## config.mk

```make
export PLATFORM = sky130hd
export DESIGN_NAME = framed_packet_parser_crc8
export DESIGN_NICKNAME = d
export VERILOG_FILES = /design/src/rtl/fpp_pkg.sv /design/src/rtl/fpp_front.sv /design/src/rtl/fpp_queue.sv /design/src/rtl/fpp_back.sv /design/src/rtl/framed_packet_parser_crc8.sv
export SDC_FILE = /design/constraint.sdc
export NUM_CORES = 1
export LEC_CHECK = 0
export ABC_AREA = 1
export BUFFER_PORTS_ARGS = -buffer_cell sky130_fd_sc_hd__buf_2
export CORE_MARGIN = 2
export CORE_UTILIZATION = 50
export DETAILED_ROUTE_END_ITERATION = 7
export GPL_TIMING_DRIVEN = 0
export PLACE_DENSITY_LB_ADDON = 0.15
export SYNTH_ARGS = -nofsm -noshare
export SYNTH_HDL_FRONTEND = slang
export SYNTH_HIERARCHICAL = 1
export SYNTH_SLANG_ARGS = --single-unit
```

## constraint.sdc

```tcl
create_clock -name clk -period 4.07 [get_ports clk]
set_input_delay 0.2035 -clock clk [delete_from_list [all_inputs] [get_ports clk]]
set_output_delay 0.2035 -clock clk [all_outputs]
set_load 0.05 [all_outputs]
```

## src/rtl/fpp_pkg.sv

```systemverilog
// Shared types, constants and the CRC-8 helper for the framed packet parser.
// Used by every module under rtl; depends on nothing else.
package fpp_pkg;

    localparam int DATA_W                = 8;
    localparam int LEN_W                 = 7;
    localparam int HDR_LEN_W             = 16;
    localparam int CFG_INDEX_W           = 2;
    localparam int CFG_DATA_W            = 8;
    localparam int PAYLOAD_DEPTH_DEFAULT = 64;
    localparam int QUEUE_DEPTH           = 2;

    localparam logic [DATA_W-1:0] CRC_POLY       = 8'h07;
    localparam logic [DATA_W-1:0] CRC_TOP_BIT    = 8'h80;
    localparam logic [DATA_W-1:0] START_RESET    = 8'hAA;
    localparam logic [DATA_W-1:0] VERSION_RESET  = 8'h01;
    localparam logic [LEN_W-1:0]  LIMIT_RESET    = 7'd64;

    localparam logic [CFG_INDEX_W-1:0] CFG_START_BYTE       = 2'd0;
    localparam logic [CFG_INDEX_W-1:0] CFG_EXPECTED_VERSION = 2'd1;
    localparam logic [CFG_INDEX_W-1:0] CFG_PAYLOAD_LIMIT    = 2'd2;

    typedef enum logic [1:0] {
        ERR_NONE    = 2'd0,
        ERR_VERSION = 2'd1,
        ERR_LENGTH  = 2'd2,
        ERR_CRC     = 2'd3
    } err_code_t;

    typedef struct packed {
        logic              is_error;
        err_code_t         error_code;
        logic [DATA_W-1:0] frame_version;
        logic [DATA_W-1:0] frame_command;
        logic [DATA_W-1:0] frame_interface;
        logic [DATA_W-1:0] transaction_id;
        logic [LEN_W-1:0]  payload_length;
    } fpp_cmd_t;

    typedef struct packed {
        logic              is_error;
        err_code_t         error_code;
        logic [DATA_W-1:0] frame_version;
        logic [DATA_W-1:0] frame_command;
        logic [DATA_W-1:0] frame_interface;
        logic [DATA_W-1:0] transaction_id;
        logic [LEN_W-1:0]  payload_length;
        logic              byte_valid;
        logic [DATA_W-1:0] payload_byte;
        logic              last_of_frame;
    } fpp_result_t;

    function automatic logic [DATA_W-1:0] crc_fold(input logic [DATA_W-1:0] crc,
                                                   input logic [DATA_W-1:0] value);
        logic [DATA_W-1:0] x;
        x = crc ^ value;
        for (int i = 0; i < DATA_W; i++)
        begin
            if ((x & CRC_TOP_BIT) != '0)
            begin
                x = (x << 1) ^ CRC_POLY;
            end
            else
            begin
                x = x << 1;
            end
        end
        return x;
    endfunction

endpackage

```

## src/rtl/fpp_front.sv

```systemverilog
// Front end of the packet parser: configuration registers, header parsing,
// CRC-8 tracking and payload store writes. Depends on fpp_pkg.
module fpp_front #(
    parameter int PAYLOAD_DEPTH = fpp_pkg::PAYLOAD_DEPTH_DEFAULT,
    parameter int ADDR_W        = 6
) (
    input  logic                             clk,
    input  logic                             rst_n,
    input  logic                             in_valid,
    output logic                             in_ready,
    input  logic [fpp_pkg::DATA_W-1:0]       in_byte,
    input  logic                             cfg_we,
    input  logic [fpp_pkg::CFG_INDEX_W-1:0]  cfg_index,
    input  logic [fpp_pkg::CFG_DATA_W-1:0]   cfg_data,
    output logic                             q_push,
    output fpp_pkg::fpp_cmd_t                q_entry,
    input  logic                             q_full,
    input  logic                             store_busy,
    output logic                             wr_en,
    output logic [ADDR_W-1:0]                wr_addr,
    output logic [fpp_pkg::DATA_W-1:0]       wr_data
);
    import fpp_pkg::*;

    typedef enum logic [3:0] {
        PH_HUNT    = 4'd0,
        PH_VER     = 4'd1,
        PH_CMD     = 4'd2,
        PH_IFACE   = 4'd3,
        PH_TXN     = 4'd4,
        PH_LENHI   = 4'd5,
        PH_LENLO   = 4'd6,
        PH_PAYLOAD = 4'd7,
        PH_CRC     = 4'd8
    } phase_t;

    phase_t              phase_reg, phase_next;
    logic [DATA_W-1:0]   crc_reg, crc_next;
    logic [DATA_W-1:0]   ver_reg, ver_next;
    logic [DATA_W-1:0]   cmd_reg, cmd_next;
    logic [DATA_W-1:0]   ifc_reg, ifc_next;
    logic [DATA_W-1:0]   txn_reg, txn_next;
    logic [DATA_W-1:0]   len_hi_reg, len_hi_next;
    logic [LEN_W-1:0]    len_reg, len_next;
    logic [LEN_W-1:0]    count_reg, count_next;
    logic [DATA_W-1:0]   start_reg;
    logic [DATA_W-1:0]   exp_ver_reg;
    logic [LEN_W-1:0]    limit_reg;

    logic                accept;
    logic [HDR_LEN_W-1:0] full_len;
    logic [LEN_W-1:0]    eff_limit;
    logic                len_too_big;
    logic [DATA_W-1:0]   crc_byte;
    logic [LEN_W-1:0]    count_plus;

    always_comb
    begin
        in_ready    = !q_full && !((phase_reg == PH_PAYLOAD) && store_busy);
        accept      = in_valid && in_ready;
        full_len    = {len_hi_reg, in_byte};
        eff_limit   = (limit_reg > LEN_W'(PAYLOAD_DEPTH)) ? LEN_W'(PAYLOAD_DEPTH) : limit_reg;
        len_too_big = full_len > {{(HDR_LEN_W-LEN_W){1'b0}}, eff_limit};
        crc_byte    = crc_fold(crc_reg, in_byte);
        count_plus  = count_reg + LEN_W'(1);

        phase_next  = phase_reg;
        crc_next    = crc_reg;
        ver_next    = ver_reg;
        cmd_next    = cmd_reg;
        ifc_next    = ifc_reg;
        txn_next    = txn_reg;
        len_hi_next = len_hi_reg;
        len_next    = len_reg;
        count_next  = count_reg;
        q_push      = 1'b0;
        q_entry     = '{is_error: 1'b1, error_code: ERR_CRC, frame_version: ver_reg,
                        frame_command: '0, frame_interface: ifc_reg,
                        transaction_id: txn_reg, payload_length: '0};
        wr_en       = 1'b0;
        wr_addr     = count_reg[ADDR_W-1:0];
        wr_data     = in_byte;

        if (accept)
        begin
            unique case (phase_reg)
                PH_VER:
                begin
                    ver_next = in_byte;
                    crc_next = crc_byte;
                    if (in_byte != exp_ver_reg)
                    begin
                        q_push     = 1'b1;
                        q_entry    = '{is_error: 1'b1, error_code: ERR_VERSION,
                                       frame_version: in_byte, frame_command: '0,
                                       frame_interface: '0, transaction_id: '0,
                                       payload_length: '0};
                        phase_next = PH_HUNT;
                    end
                    else
                    begin
                        phase_next = PH_CMD;
                    end
                end
                PH_CMD:
                begin
                    cmd_next   = in_byte;
                    crc_next   = crc_byte;
                    phase_next = PH_IFACE;
                end
                PH_IFACE:
                begin
                    ifc_next   = in_byte;
                    crc_next   = crc_byte;
                    phase_next = PH_TXN;
                end
                PH_TXN:
                begin
                    txn_next   = in_byte;
                    crc_next   = crc_byte;
                    phase_next = PH_LENHI;
                end
                PH_LENHI:
                begin
                    len_hi_next = in_byte;
                    crc_next    = crc_byte;
                    phase_next  = PH_LENLO;
                end
                PH_LENLO:
                begin
                    crc_next = crc_byte;
                    if (len_too_big)
                    begin
                        q_push          = 1'b1;
                        q_entry.error_code = ERR_LENGTH;
                        phase_next      = PH_HUNT;
                    end
                    else
                    begin
                        len_next   = full_len[LEN_W-1:0];
                        count_next = '0;
                        phase_next = (full_len == '0) ? PH_CRC : PH_PAYLOAD;
                    end
                end
                PH_PAYLOAD:
                begin
                    wr_en      = 1'b1;
                    crc_next   = crc_byte;
                    count_next = count_plus;
                    if (count_plus >= len_reg)
                    begin
                        phase_next = PH_CRC;
                    end
                end
                PH_CRC:
                begin
                    q_push     = 1'b1;
                    phase_next = PH_HUNT;
                    if (in_byte == crc_reg)
                    begin
                        q_entry = '{is_error: 1'b0, error_code: ERR_NONE,
                                    frame_version: ver_reg, frame_command: cmd_reg,
                                    frame_interface: ifc_reg, transaction_id: txn_reg,
                                    payload_length: len_reg};
                    end
                end
                default:
                begin
                    phase_next = PH_HUNT;
                    if (in_byte == start_reg)
                    begin
                        crc_next   = '0;
                        phase_next = PH_VER;
                    end
                end
            endcase
        end
    end

    always_ff @(posedge clk or negedge rst_n)
    begin
        if (!rst_n)
        begin
            phase_reg   <= PH_HUNT;
            crc_reg     <= '0;
            ver_reg     <= '0;
            cmd_reg     <= '0;
            ifc_reg     <= '0;
            txn_reg     <= '0;
            len_hi_reg  <= '0;
            len_reg     <= '0;
            count_reg   <= '0;
            start_reg   <= START_RESET;
            exp_ver_reg <= VERSION_RESET;
            limit_reg   <= LIMIT_RESET;
        end
        else
        begin
            phase_reg  <= phase_next;
            crc_reg    <= crc_next;
            ver_reg    <= ver_next;
            cmd_reg    <= cmd_next;
            ifc_reg    <= ifc_next;
            txn_reg    <= txn_next;
            len_hi_reg <= len_hi_next;
            len_reg    <= len_next;
            count_reg  <= count_next;
            if (cfg_we)
            begin
                unique case (cfg_index)
                    CFG_START_BYTE:       start_reg   <= cfg_data[DATA_W-1:0];
                    CFG_EXPECTED_VERSION: exp_ver_reg <= cfg_data[DATA_W-1:0];
                    CFG_PAYLOAD_LIMIT:    limit_reg   <= cfg_data[LEN_W-1:0];
                    default:
                    begin
                    end
                endcase
            end
        end
    end

    assert property (@(posedge clk) disable iff (!rst_n) q_push |-> !q_full)
        else $error("Command pushed into a full queue.");

    assert property (@(posedge clk) disable iff (!rst_n) q_push |=> (phase_reg == PH_HUNT))
        else $error("Parser did not return to hunting after a frame outcome.");

    assert property (@(posedge clk) disable iff (!rst_n) wr_en |-> (count_reg < len_reg))
        else $error("Payload write beyond the declared length.");

endmodule

```

## src/rtl/fpp_queue.sv

```systemverilog
// Short command queue between the parser front end and the result back end.
// Depends on fpp_pkg for the command type.
module fpp_queue #(
    parameter int DEPTH = fpp_pkg::QUEUE_DEPTH
) (
    input  logic              clk,
    input  logic              rst_n,
    input  logic              push,
    input  fpp_pkg::fpp_cmd_t push_entry,
    output logic              full,
    input  logic              pop,
    output fpp_pkg::fpp_cmd_t pop_entry,
    output logic              not_empty
);
    import fpp_pkg::*;

    localparam int PTR_W = (DEPTH > 1) ? $clog2(DEPTH) : 1;
    localparam int CNT_W = $clog2(DEPTH + 1);

    fpp_cmd_t          entries_reg [DEPTH];
    logic [PTR_W-1:0]  wr_ptr_reg, rd_ptr_reg;
    logic [CNT_W-1:0]  count_reg;
    logic              do_push, do_pop;

    always_comb
    begin
        full      = (count_reg == CNT_W'(DEPTH));
        not_empty = (count_reg != '0);
        do_push   = push && !full;
        do_pop    = pop && not_empty;
        pop_entry = entries_reg[rd_ptr_reg];
    end

    always_ff @(posedge clk)
    begin
        if (do_push)
        begin
            entries_reg[wr_ptr_reg] <= push_entry;
        end
    end

    always_ff @(posedge clk or negedge rst_n)
    begin
        if (!rst_n)
        begin
            wr_ptr_reg <= '0;
            rd_ptr_reg <= '0;
            count_reg  <= '0;
        end
        else
        begin
            if (do_push)
            begin
                wr_ptr_reg <= (wr_ptr_reg == PTR_W'(DEPTH - 1)) ? '0 : wr_ptr_reg + PTR_W'(1);
            end
            if (do_pop)
            begin
                rd_ptr_reg <= (rd_ptr_reg == PTR_W'(DEPTH - 1)) ? '0 : rd_ptr_reg + PTR_W'(1);
            end
            if (do_push && !do_pop)
            begin
                count_reg <= count_reg + CNT_W'(1);
            end
            else if (do_pop && !do_push)
            begin
                count_reg <= count_reg - CNT_W'(1);
            end
        end
    end

endmodule

```

## src/rtl/fpp_back.sv

```systemverilog
// Back end of the packet parser: payload store and the sequencer that turns
// queued commands into result beats through an output register. Depends on fpp_pkg.
module fpp_back #(
    parameter int PAYLOAD_DEPTH = fpp_pkg::PAYLOAD_DEPTH_DEFAULT,
    parameter int ADDR_W        = 6
) (
    input  logic                       clk,
    input  logic                       rst_n,
    input  logic                       q_valid,
    input  fpp_pkg::fpp_cmd_t          q_entry,
    output logic                       q_pop,
    output logic                       store_busy,
    input  logic                       wr_en,
    input  logic [ADDR_W-1:0]          wr_addr,
    input  logic [fpp_pkg::DATA_W-1:0] wr_data,
    output logic                       out_valid,
    input  logic                       out_ready,
    output fpp_pkg::fpp_result_t       out_result
);
    import fpp_pkg::*;

    typedef enum logic [1:0] {
        S_IDLE = 2'd0,
        S_READ = 2'd1,
        S_LOAD = 2'd2
    } state_t;

    logic [DATA_W-1:0] payload_store_reg [PAYLOAD_DEPTH];
    logic [DATA_W-1:0] rd_data_reg;
    state_t            state_reg;
    fpp_cmd_t          cmd_reg;
    logic [LEN_W-1:0]  k_reg;
    logic              out_valid_reg;
    fpp_result_t       out_reg;

    logic              load;
    logic              last;
    fpp_result_t       result;

    always_comb
    begin
        store_busy = (state_reg != S_IDLE) || q_valid;
        q_pop      = (state_reg == S_IDLE) && q_valid;
        load       = (state_reg == S_LOAD) && (!out_valid_reg || out_ready);
        last       = (cmd_reg.payload_length == '0) ||
                     ((k_reg + LEN_W'(1)) == cmd_reg.payload_length);

        result.is_error        = cmd_reg.is_error;
        result.error_code      = cmd_reg.error_code;
        result.frame_version   = cmd_reg.frame_version;
        result.frame_command   = cmd_reg.frame_command;
        result.frame_interface = cmd_reg.frame_interface;
        result.transaction_id  = cmd_reg.transaction_id;
        result.payload_length  = cmd_reg.payload_length;
        result.byte_valid      = (cmd_reg.payload_length != '0);
        result.payload_byte    = result.byte_valid ? rd_data_reg : '0;
        result.last_of_frame   = last;

        out_valid  = out_valid_reg;
        out_result = out_reg;
    end

    always_ff @(posedge clk)
    begin
        if (wr_en)
        begin
            payload_store_reg[wr_addr] <= wr_data;
        end
        rd_data_reg <= payload_store_reg[k_reg[ADDR_W-1:0]];
    end

    always_ff @(posedge clk or negedge rst_n)
    begin
        if (!rst_n)
        begin
            state_reg     <= S_IDLE;
            cmd_reg       <= '0;
            k_reg         <= '0;
            out_valid_reg <= 1'b0;
            out_reg       <= '0;
        end
        else
        begin
            if (load)
            begin
                out_valid_reg <= 1'b1;
                out_reg       <= result;
            end
            else if (out_ready)
            begin
                out_valid_reg <= 1'b0;
            end

            unique case (state_reg)
                S_IDLE:
                begin
                    if (q_valid)
                    begin
                        cmd_reg   <= q_entry;
                        k_reg     <= '0;
                        state_reg <= S_READ;
                    end
                end
                S_READ:
                begin
                    state_reg <= S_LOAD;
                end
                S_LOAD:
                begin
                    if (load)
                    begin
                        if (last)
                        begin
                            state_reg <= S_IDLE;
                        end
                        else
                        begin
                            k_reg     <= k_reg + LEN_W'(1);
                            state_reg <= S_READ;
                        end
                    end
                end
                default:
                begin
                    state_reg <= S_IDLE;
                end
            endcase
        end
    end

    assert property (@(posedge clk) disable iff (!rst_n)
                     wr_en |-> ((state_reg == S_IDLE) && !q_valid))
        else $error("Payload store written while a frame is still being drained.");

    assert property (@(posedge clk) disable iff (!rst_n)
                     (out_valid_reg && out_reg.byte_valid) |-> !out_reg.is_error)
        else $error("Error report carries a payload byte.");

    assert property (@(posedge clk) disable iff (!rst_n)
                     (state_reg == S_READ) |=> (state_reg == S_LOAD))
        else $error("Store read not followed by a result load.");

endmodule

```

## src/rtl/framed_packet_parser_crc8.sv

```systemverilog
// Top level of the framed packet parser with CRC-8 check.
// Instantiates fpp_front, fpp_queue and fpp_back; depends on fpp_pkg.
//
// Received bytes enter on the s_axis channel, one byte per beat. The parser
// hunts for the start byte, reads the header and buffers up to PAYLOAD_DEPTH
// payload bytes while tracking a CRC-8 (polynomial 0x07, initial value 0).
// Results leave on the m_axis channel: one beat per payload byte of a good
// frame, one beat for an empty frame or for an error, with tlast on the final
// beat. The front end takes one byte per cycle unless the queue is full or the
// store is busy at a payload byte; a frame outcome goes into a two-entry
// command queue that feeds the back end. A frame outcome reaches m_axis via
// the queue, the back end's read and load states and the output register;
// payload beats follow one at a time: a registered store read, then the load.
// While a good frame drains, the front end keeps taking header bytes of the next
// frame but holds s_axis_tready low at its first payload byte until the drain
// ends. A stall on m_axis holds the output register and, once the queue is
// full, backs up into s_axis. Reset returns the parser to hunting, empties
// the queue and the output register, and loads the register reset values.
// Configuration writes take effect at the next edge and should be made idle.
module framed_packet_parser_crc8 #(
    parameter int PAYLOAD_DEPTH = fpp_pkg::PAYLOAD_DEPTH_DEFAULT
) (
    input  logic                            clk,
    input  logic                            rst_n,
    input  logic                            s_axis_tvalid,
    output logic                            s_axis_tready,
    input  logic [7:0]                      s_axis_tdata,  // [7:0] rx_byte
    output logic                            m_axis_tvalid,
    input  logic                            m_axis_tready,
    // [7:0] frame_version, [15:8] frame_command, [23:16] frame_interface,
    // [31:24] transaction_id, [38:32] payload_length, [39] byte_valid,
    // [47:40] payload_byte
    output logic [47:0]                     m_axis_tdata,
    output logic [2:0]                      m_axis_tuser,  // [0] is_error, [2:1] error_code
    output logic                            m_axis_tlast,  // last_of_frame
    input  logic                            cfg_we,
    input  logic [fpp_pkg::CFG_INDEX_W-1:0] cfg_index,
    input  logic [fpp_pkg::CFG_DATA_W-1:0]  cfg_data
);
    import fpp_pkg::*;

    localparam int ADDR_W = (PAYLOAD_DEPTH > 1) ? $clog2(PAYLOAD_DEPTH) : 1;

    logic              q_push;
    fpp_cmd_t          q_push_entry;
    logic              q_full;
    logic              q_pop;
    fpp_cmd_t          q_pop_entry;
    logic              q_not_empty;
    logic              store_busy;
    logic              wr_en;
    logic [ADDR_W-1:0] wr_addr;
    logic [DATA_W-1:0] wr_data;
    fpp_result_t       result;

    fpp_front #(
        .PAYLOAD_DEPTH (PAYLOAD_DEPTH),
        .ADDR_W        (ADDR_W)
    ) u_front (
        .clk        (clk),
        .rst_n      (rst_n),
        .in_valid   (s_axis_tvalid),
        .in_ready   (s_axis_tready),
        .in_byte    (s_axis_tdata),
        .cfg_we     (cfg_we),
        .cfg_index  (cfg_index),
        .cfg_data   (cfg_data),
        .q_push     (q_push),
        .q_entry    (q_push_entry),
        .q_full     (q_full),
        .store_busy (store_busy),
        .wr_en      (wr_en),
        .wr_addr    (wr_addr),
        .wr_data    (wr_data)
    );

    fpp_queue #(
        .DEPTH (QUEUE_DEPTH)
    ) u_queue (
        .clk        (clk),
        .rst_n      (rst_n),
        .push       (q_push),
        .push_entry (q_push_entry),
        .full       (q_full),
        .pop        (q_pop),
        .pop_entry  (q_pop_entry),
        .not_empty  (q_not_empty)
    );

    fpp_back #(
        .PAYLOAD_DEPTH (PAYLOAD_DEPTH),
        .ADDR_W        (ADDR_W)
    ) u_back (
        .clk        (clk),
        .rst_n      (rst_n),
        .q_valid    (q_not_empty),
        .q_entry    (q_pop_entry),
        .q_pop      (q_pop),
        .store_busy (store_busy),
        .wr_en      (wr_en),
        .wr_addr    (wr_addr),
        .wr_data    (wr_data),
        .out_valid  (m_axis_tvalid),
        .out_ready  (m_axis_tready),
        .out_result (result)
    );

    always_comb
    begin
        m_axis_tdata = {result.payload_byte, result.byte_valid, result.payload_length,
                        result.transaction_id, result.frame_interface,
                        result.frame_command, result.frame_version};
        m_axis_tuser = {result.error_code, result.is_error};
        m_axis_tlast = result.last_of_frame;
    end

endmodule
```

# [Word-level counts from Yosys, hierarchy flattened]
# Memories as Yosys holds them, arrays and structs flattened. A register that Yosys moved wholly into a read port is not among the register bits.
# Index checks and enable logic that the tools add are counted.
[word_totals] reg_bits=155 ram_bits=596 inputBits=23 output_inout_bits=54 wordCells=169 memories=2
[memory_table] memory="u_back.payload_store_reg" depth=64 word_bits=8 read_ports=1 rd_clocked_by_memory_dff=1 write_ports=1 line_no="fpp_back.sv:28" text="logic [DATA_W-1:0] payload_store_reg [PAYLOAD_DEPTH];"
[memory_table] memory="u_queue.entries_reg" depth=2 word_bits=42 read_ports=1 rd_clocked_by_memory_dff=1 write_ports=1 line_no="fpp_queue.sv:20" text="fpp_cmd_t entries_reg [DEPTH];"
[op_classes] n_addsub=6 magnitude_cmp=3 eq_ne=22 n_mux=51 bitwise_logic=11 n_reduce_logical=46
[op_table] cell="$mux W42" count=2
[op_table] cell="$pmux W39 S2" count=1
[op_table] cell="$mux W41" count=1
[op_table] cell="$mux W7" count=5
[op_table] cell="$pmux W4 S8" count=1
[op_table] cell="$pmux W7 S2" count=2
[op_table] cell="$mux W3" count=8
[op_table] cell="$not A3 Y3" count=8
[op_table] cell="$reduce_and A2 Y1" count=11
[op_table] cell="$eq A4 B3 Y1 const B" count=4
[op_table] cell="$eq A8 B8 Y1" count=2
[op_table] cell="$gt A16 B7 Y1" count=1
[op_table] cell="$logic_not A16 Y1" count=1
[op_table] cell="$mux W1" count=16
[op_table] cell="$mux W8" count=2
[op_table] cell="$pmux W8 S2" count=1
[op_table] cell="$add A7 B1 Y7 const B" count=2
[op_table] cell="$reduce_bool A2 Y1" count=7
[op_table] cell="$mux W4" count=3
[op_table] cell="$pmux W2 S3" count=2
[op_table] cell="$mux W2" count=5
[op_table] cell="$logic_and A1 B1 Y1" count=9
[op_table] cell="$reduce_and A3 Y1" count=3
[op_table] cell="$eq A4 B2 Y1 const B" count=2
[op_table] cell="other kinds (24)" count=40

# [Longest topological paths before layout]
# Gate-level depths: netlist of run 1.
[depth] word_depth=18 ltp_mapped=20 mapped_depth_nobuf=20

# [By module]
# The synthesis of run 1 kept the hierarchy.
[modules_own_cells] mod="fpp_back" instances=1 cells_per_inst=2101 area_each_um2=24822.6 seq_area_each_um2=18137.4
[modules_own_cells] mod="fpp_front" instances=1 cells_per_inst=659 area_each_um2=5311.3 seq_area_each_um2=2234.6
[modules_own_cells] mod="fpp_queue" instances=1 cells_per_inst=251 area_each_um2=3329.4 seq_area_each_um2=2622.5

# [Worst setup path before layout of run 1]
# No wires, ideal clock.
[synth_path] path_type="register to register" start="reg u_front.limit_reg[6]" end="mem u_queue/entries_reg[1][0] (netlist name), enable pin" setup_time_ps=441 t_arrival_ps=3379 t_required_ps=3629 setup_slack_ps=250 stages_incl_launch_ff=11 n_path_buf=0 period_less_slack_ps=3820 cell_sequence="dfstp_2 -> inv_1 -> ha_1 -> nand2_1 -> nor2_1 -> nand2_1 -> nand3_1 -> nand3_1 -> a31oi_1 -> o21ai_0 -> nor2_1"
[synth_between] elab_chain_cells=9
[synth_lines] element="from (decl)" line_no="fpp_front.sv:48" text="logic [LEN_W-1:0] limit_reg;"
[synth_lines] element="from (signal assigned)" line_no="fpp_front.sv:213" text="CFG_PAYLOAD_LIMIT: limit_reg <= cfg_data[LEN_W-1:0];"
[synth_lines] element="$gt A7 B7 Y1" line_no="fpp_front.sv:62" text="eff_limit = (limit_reg > LEN_W'(PAYLOAD_DEPTH)) ? LEN_W'(PAYLOAD_DEPTH) : limit_reg;"
[synth_lines] element="$mux W7 *" line_no="fpp_front.sv:62"
[synth_lines] element="$gt A16 B7 Y1 *" line_no="fpp_front.sv:63" text="len_too_big = full_len > {{(HDR_LEN_W-LEN_W){1'b0}}, eff_limit};"
[synth_lines] element="$mux W1 *" line_no="fpp_front.sv:132" text="if (len_too_big)"
[synth_lines] element="$pmux W1 S3 *" line_no="fpp_front.sv:86" text="unique case (phase_reg)"
[synth_lines] element="$mux W1 *" line_no="fpp_front.sv:84" text="if (accept)"
[synth_lines] element="net q_push" line_no="framed_packet_parser_crc8.sv:44" text="logic q_push;"
[synth_lines] element="$logic_and A1 B1 Y1 *" line_no="fpp_queue.sv:29" text="do_push = push && !full;"
[synth_lines] element="$mux W1 *" line_no="fpp_queue.sv:36" text="if (do_push)"
[synth_lines] element="$mux W1 (implied by the code) *" line_no="fpp_queue.sv:38" text="entries_reg[wr_ptr_reg] <= push_entry;"
[synth_lines] element="to (decl)" line_no="fpp_queue.sv:20"
# The timed path passes the listed nets; every way through them passes the cells marked *.

# [Worst setup path in the final report of run 1]
[layout_path] start="reg u_queue.count_reg[0]" end="mem u_back.payload_store_reg[16][3], enable pin"
[layout_between] elab_chain_cells=9 word_cells_on_any_way=11 classes_between="eq/ne (1); mux (3); reduce/logical (7)"
[layout_lines] element="from (decl)" line_no="fpp_queue.sv:22" text="logic [CNT_W-1:0] count_reg;"
[layout_lines] element="from (signal assigned)" line_no="fpp_queue.sv:62" text="count_reg <= count_reg + CNT_W'(1);"
[layout_lines] element="from (signal assigned)" line_no="fpp_queue.sv:66" text="count_reg <= count_reg - CNT_W'(1);"
[layout_lines] element="$reduce_bool A2 Y1" line_no="fpp_queue.sv:28" text="not_empty = (count_reg != '0);"
[layout_lines] element="net q_not_empty" line_no="framed_packet_parser_crc8.sv:49" text="logic q_not_empty;"
[layout_lines] element="$logic_or A1 B1 Y1" line_no="fpp_back.sv:42" text="store_busy = (state_reg != S_IDLE) || q_valid;"
[layout_lines] element="net store_busy" line_no="framed_packet_parser_crc8.sv:50" text="logic store_busy;"
[layout_lines] element="$logic_and A1 B1 Y1" line_no="fpp_front.sv:59" text="in_ready = !q_full && !((phase_reg == PH_PAYLOAD) && store_busy);"
[layout_lines] element="$logic_not A1 Y1" line_no="fpp_front.sv:59"
[layout_lines] element="$logic_and A1 B1 Y1" line_no="fpp_front.sv:59"
[layout_lines] element="$logic_and A1 B1 Y1" line_no="fpp_front.sv:60" text="accept = in_valid && in_ready;"
[layout_lines] element="$mux W1" line_no="fpp_front.sv:84"
[layout_lines] element="net wr_en" line_no="framed_packet_parser_crc8.sv:51" text="logic wr_en;"
[layout_lines] element="$mux W1" line_no="fpp_back.sv:65" text="if (wr_en)"
[layout_lines] element="$mux W1 (implied by the code)" line_no="fpp_back.sv:67" text="payload_store_reg[wr_addr] <= wr_data;"
[layout_lines] element="to (decl)" line_no="fpp_back.sv:28"
# The timed path passes the listed nets, and every way through them passes these cells.

==> out/results.ini, run 1 <==
[yosys]
ys_seq_area_share_pct=68.7
synthAdderAreaFrac_pct=0.748
ys_types=42
syn_nets=3054
muxShareOfSynthArea_pct=0
synthXorXnorAreaFrac_pct=0.916
syn_area_um2=33500
syn_inst=3011
synth_simple_gate_area_share_pct=14.8
synth_top_family_by_area=simple AND/OR/NAND/NOR gates
synth_compound_area_share_pct=9.98
yosys_register_bits=801
yosysWarnings=6
synth.avg_cell_area_um2=11.1

[place]
dpl.hpwl_um=65000
portBuffers=75
dp.cells=3961
gp_congestion=0.971

[floorplan]
row_count=94
core_area_um2=66000
start_util_pct=50.7
die_y_um=263
die_area_um2=69000
ioPinCount=77
die_w_um=263

[timing]
fin_ws_ns=-0.167
skew_ns=0.0282
slew_headroom_pct=31.8
rsz0062_at_grt=yes
finalHoldViolations=0
min_period_ns=4.24
worstMarginPinSlew_ns=1.02
setup_viol=96
fmax_mhz=236
hold_slack_ns=0.0763
period_share_pct=104
drv_slew=0

[worst_setup_path]
critical_path_peak_fanout=10
required_ns=4.32
regToRegEndpoint=u_back/payload_store_reg[16][3]
slowest_delay_ns=1.00
crit_type=register to register
crit_path_top_delay_cell=nor2_1
cp.arrival_ns=4.49
path_delay_family=simple AND/OR/NAND/NOR gates
crit_buf_inv=7
timing.rr.start=u_queue/count_reg[0]
rrSetupSlack_ns=-0.17
critPathLaunchType=register
endpoint_kind=register
reg2reg_depth=15
crit_chain=inv_2, nand2_2, inv_1, nand2_1, nand2_1, nand2_1, inv_2, nand2_2, buf_12, inv_4, nand2_2, inv_1, clkbuf_1, nand4_1, nor2_1

[finish]
drive_above_1_share_pct=14.0
n_fill_cell=5425
fin_nets=3251
seq_area_um2=23000
area_growth_syn_to_layout_pct=14.8
fin_cells=4142
largest_register_ffs=512
final_common_cell=nand2_1
multi_input_area_um2=9010
final_cell_mix=nand2_1, edfxtp_1, o21ai_0, nor2_1, dfrtp_1

[clocking]
clk-insertion-delay-late_ns=0.63
cts_buffers=84
cts_tree=built
cts-root-buf=clkbuf_16
cts_sinks=801
cts-htree-levels=3
clkTransAtPathRegs_ns=0.06
clk_path_buf_depth=3

[route]
via_per_inst=5.77
drc_errors=0
dr.pass1.iters=6
vias=23900
wl_per_cell_um=23.5
routed_wl_um=97500
final_antenna_net_count=0
drtIter0Drc=3326

[grt]
grt_pass1_wl_um=145000
grt-ovfl-total=0
grtUsageTotal_pct=28.1
grt_max_degree=120
grt_pass1_vias=22700
antenna_found_initial=1

[min_path]
min_path_cells=5
min-delay-start=cfg_index[1]
worstHoldEndpoint=u_front/start_reg[2]
hold_class=input pin to register

[power]
total_power_w=0.0258
ir_drop_uv=338
p_per_area_nw_per_um2=672
leakagePower_nw=14.8

[status]
failed_checks=setup timing
status=complete, but fails checks

[job]
maxCapViolations=0

## worst max-delay path by stage
stage	from	endpoint	slack (ns)	cells after the start
5_1_grt	u_queue/count_reg[0]	u_back/payload_store_reg[62][7]	-0.23	15
4_1_cts	u_queue/count_reg[0]	u_back/payload_store_reg[45][3]	-0.003	15
3_5_place_dp	u_queue/count_reg[1]	u_back/payload_store_reg[37][5]	-0.008	15
6_report	u_queue/count_reg[0]	u_back/payload_store_reg[16][3]	-0.17	15
3_3_place_gp	s_axis_tdata[2]	u_queue/entries_reg[1][39]	-1.10	13
2_1_floorplan	u_front/limit_reg[6]	u_queue/entries_reg[1][0]	0.25	10
## cells by family after synthesis
family	Yosys count
and+or+nand+nor	1212
DFF	801
buffers and inverters	341
xor gates and xnor gates	35
adders and majority gates	20
AOI/OAI and AO/OA	602
## routing by layer
layer	global-route usage (%)	up-vias	routed length [um]
li1	-	10800	-
met1	42.5	11900	42900
met2	41.1	1088	42700
met3	5.31	164	9300
met4	9.02	2	2570
met5	0	-	7
## what timing repair did
action / CTS / global route
endpoints found under the hold margin: 111 / 0
resized for setup: 2 / 43
pin swaps: 0 / 2
cloned: 0 / 0
hold buffers: 20 / 0
setup buffers: 0 / 5
endpoints found under the setup margin: 12 / 437
## area by class of cell
class,instances,share of cell area (%)
sequential,801,59.8
multi-input combinational,1869,23.5
buffer,175,2.60
tap,864,2.81
clock buffer,103,6.03
inverter,166,1.65
antenna,1,0.00651
clock inverter,52,1.66
timing repair buffer,111,1.95
## where the power goes
| part | leakage [nW] | switching, W | internal [W] |
|---|---|---|---|
| clock network | 1.45 | 0.00320 | 0.00495 |
| logic | 5.57 | 0.00584 | 0.00200 |
| registers | 7.80 | 0.000341 | 0.00950 |
## worst register-to-register path, stage by stage (launching register included)
cell and delay, ns:
dfrtp_1 0.45, inv_2 0.10, nand2_2 0.12, inv_1 0.09, nand2_1 0.15, nand2_1 0.12, nand2_1 0.10, inv_2 0.08
nand2_2 0.08, buf_12 0.16, inv_4 0.11, nand2_2 0.07, inv_1 0.17, clkbuf_1 0.33, nand4_1 0.73, nor2_1 1.01
## cells in the mapped netlist (all sizes together)
| cell type | instances | area (um2) |
|---|---|---|
| o22ai | 126 | 788 |
| a31oi | 2 | 12.5 |
| or2 | 3 | 18.8 |
| inv | 161 | 614 |
| xnor2 | 19 | 166 |
| clkbuf | 83 | 312 |
| edfxtp | 596 | 17900 |
| ha | 20 | 250 |
| dfxtp | 8 | 160 |
| dfstp | 6 | 158 |
| nand3 | 116 | 591 |
| buf | 92 | 687 |
| o2111ai | 1 | 8.76 |
| dfrtp | 191 | 4780 |
| o21a | 1 | 7.51 |
| nor4 | 11 | 68.8 |
| clkinv | 5 | 18.8 |
| o21ai | 437 | 2340 |
| nand3b | 3 | 22.5 |
| nand2 | 643 | 2470 |
| nor2 | 416 | 1650 |
| a21oi | 35 | 179 |
| nor3 | 5 | 30.0 |
| nand4 | 15 | 93.8 |
| xor2 | 16 | 140 |
## stage by stage
| stage | util [%] | cell area, um2 | setup TNS, ns | setup slack [ns] |
|---|---|---|---|---|
| final | 58.2 | 38400 | -8.68 | -0.167 |
| after global routing | 58.2 | 38400 | -21.43 | -0.225 |
| after CTS | 58.0 | 38300 | -0.00370 | -0.00305 |
| after detailed placement | 53.2 | 35100 | -0.0576 | -0.00777 |
| after global placement | 52.9 | 34900 | -134.23 | -1.10 |
| after floorplan | - | 33500 | 0 | 0.250 |
Power figures use the tool's default switching activity.
==> run 2: changes to the inputs <==
CORE_MARGIN = 8   (was 2)
CORE_UTILIZATION = 40   (was 50)
TNS_END_PERCENT = 30   (was not set)
==> out/results.ini, run 2 (synthesis results as in run 1) <==
[worst_setup_path]
endpoint_kind=register  ; unchanged
cp.arrival_ns=4.41  ; was 4.49 ns
critical_path_peak_fanout=10  ; unchanged
required_ns=4.32  ; about the same
critPathLaunchType=register  ; unchanged
crit_type=register to register  ; unchanged
reg2reg_depth=15  ; unchanged

[timing]
rsz0062_at_grt=yes  ; unchanged
period_share_pct=102  ; was 104%
fin_ws_ns=-0.0915  ; was -0.167 ns
min_period_ns=4.16  ; was 4.24 ns
finalHoldViolations=0  ; unchanged
setup_viol=72  ; was 96
fmax_mhz=240  ; was 236 MHz
skew_ns=0.0295  ; was 0.0282 ns
slew_headroom_pct=21.8  ; was 31.8%
drv_slew=0  ; unchanged
worstMarginPinSlew_ns=1.17  ; was 1.02 ns
hold_slack_ns=0.0484  ; was 0.0763 ns

[finish]
fin_nets=3254  ; was 3,251
largest_register_ffs=512  ; unchanged
final_cell_mix=nand2_1, edfxtp_1, nor2_1, o21ai_0, dfrtp_1  ; was nand2_1, edfxtp_1, o21ai_0, nor2_1, dfrtp_1
final_common_cell=nand2_1  ; unchanged
drive_above_1_share_pct=13.0  ; was 14.0%
fin_util_pct=46.3  ; was 58.2%
diodes=0  ; was 1
design_area_um2=38500  ; was 38,400 um2
area_growth_syn_to_layout_pct=15.2  ; was 14.8%
n_fill_cell=7663  ; was 5,425
seq_area_um2=23000  ; unchanged
multi_input_area_um2=8970  ; was 9010 um2

[route]
drc_errors=0  ; unchanged
wl_per_cell_um=23.1  ; was 23.5 um
via_per_inst=5.41  ; was 5.77
vias=23600  ; was 23,900
dr.pass1.iters=7  ; was 6
routed_wl_um=101000  ; was 97,500 um
drtIter0Drc=2460  ; was 3,326
final_antenna_net_count=0  ; unchanged

[power]
p_per_area_nw_per_um2=662  ; was 672 nW/um2
ir_drop_uv=402  ; was 338 uV
total_power_w=0.0255  ; was 0.0258 W
leakagePower_nw=14.7  ; was 14.8 nW

[clocking]
clk-insertion-delay-late_ns=0.64  ; was 0.63 ns
cts_sinks=801  ; unchanged
cts-root-buf=clkbuf_16  ; unchanged
clkTransAtPathRegs_ns=0.06  ; about the same
cts-htree-levels=3  ; unchanged
cts_buffers=88  ; was 84
cts_tree=built  ; unchanged
clk_path_buf_depth=3  ; unchanged

[grt]
grt_pass1_vias=22700  ; about the same
grt_pass1_wl_um=148000  ; was 145,000 um
antenna_found_initial=1  ; unchanged
grt_max_degree=118  ; was 120
grtUsageTotal_pct=21.0  ; was 28.1%
grt-ovfl-total=0  ; unchanged

[status]
failed_checks=setup timing  ; unchanged
status=complete, but fails checks  ; unchanged

[min_path]
hold_class=input pin to register  ; unchanged
min_path_cells=5  ; unchanged

[floorplan]
die_w_um=305  ; was 263 um
die_y_um=305  ; was 263 um
ioPinCount=77  ; unchanged
row_count=106  ; was 94
start_util_pct=40.2  ; was 50.7%
core_area_um2=83300  ; was 66,000 um2
die_area_um2=93200  ; was 69,000 um2

[job]
maxCapViolations=0  ; unchanged

[place]
pre_cts_ws_ns=-0.201  ; was -0.00777 ns
place_area_um2=35400  ; was 35,100 um2
portBuffers=75  ; unchanged
dpl.hpwl_um=68100  ; was 65,000 um
gp_congestion=0.959  ; was 0.971

==> run 2: where the power goes <==
group	total (W)	switching [W]	internal (W)	leakage [nW]
Clock	0.00786	0.00321	0.00465	1.37
Combinational	0.00781	0.00581	0.00200	5.56
Sequential	0.00986	0.000357	0.00950	7.80
Total	0.0255	0.00937	0.0162	14.7
==> run 2: layout make-up <==
| type | instances | share of cell area (%) |
|---|---|---|
| buffer | 175 | 2.59 |
| clock buffer | 120 | 6.25 |
| clock inverter | 36 | 1.12 |
| inverter | 166 | 1.64 |
| multi-input combinational | 1869 | 23.3 |
| sequential | 801 | 59.7 |
| tap | 1080 | 3.51 |
| timing repair buffer | 110 | 1.93 |
==> run 2: per-layer routing <==
layer | wire length, um | track usage (%)
met5 | 12 | 0
met4 | 2750 | 6.39
met3 | 7070 | 3.15
met2 | 48100 | 34.7
met1 | 42900 | 28.6
==> run 2: final timing paths <==
check	startpoint	end	slack, ns
max	u_queue/count_reg[1]	u_back/payload_store_reg[23][5]	-0.09
min	cfg_index[1]	u_front/start_reg[0]	0.05
max reg2reg	u_queue/count_reg[1]	u_back/payload_store_reg[23][5]	-0.09
min reg2reg	u_back/rd_data_reg[7]	u_back/out_result[8]	0.46
max in group asynchronous	rst_n	u_front/crc_reg[6]	2.83
min in group asynchronous	rst_n	u_back/out_result[34]	0.20
==> run 2: what timing repair did <==
action / in CTS / in global routing
setup endpoints to repair: 160 / 382
gates resized for setup: 8 / 22
gates cloned: 0 / 0
hold endpoints to repair: 114 / 0
pin swaps: 0 / 2
buffers inserted: 0 / 4
hold buffers: 20 / 0
==> run 2: stage by stage <==
stage	std cells	setup TNS, ns
global route	4357	-30.33
detailed placement	4177	-10.33
global placement	4166	-161.48
CTS	4353	-8.37
floorplan	3011	0
finish	4357	-2.93
==> run 2: critical path, cell delays in order (launching register included) <==
cell and delay, ns:
dfrtp_1 0.38, inv_1 0.14, nand2_2 0.15, inv_1 0.08, nand2_1 0.12, nand2_1 0.10, nand2_1 0.06, inv_2 0.08
nand2_2 0.10, buf_12 0.17, inv_4 0.11, nand2_2 0.08, inv_1 0.16, clkbuf_1 0.33, nand4_1 0.76, nor2_1 0.95
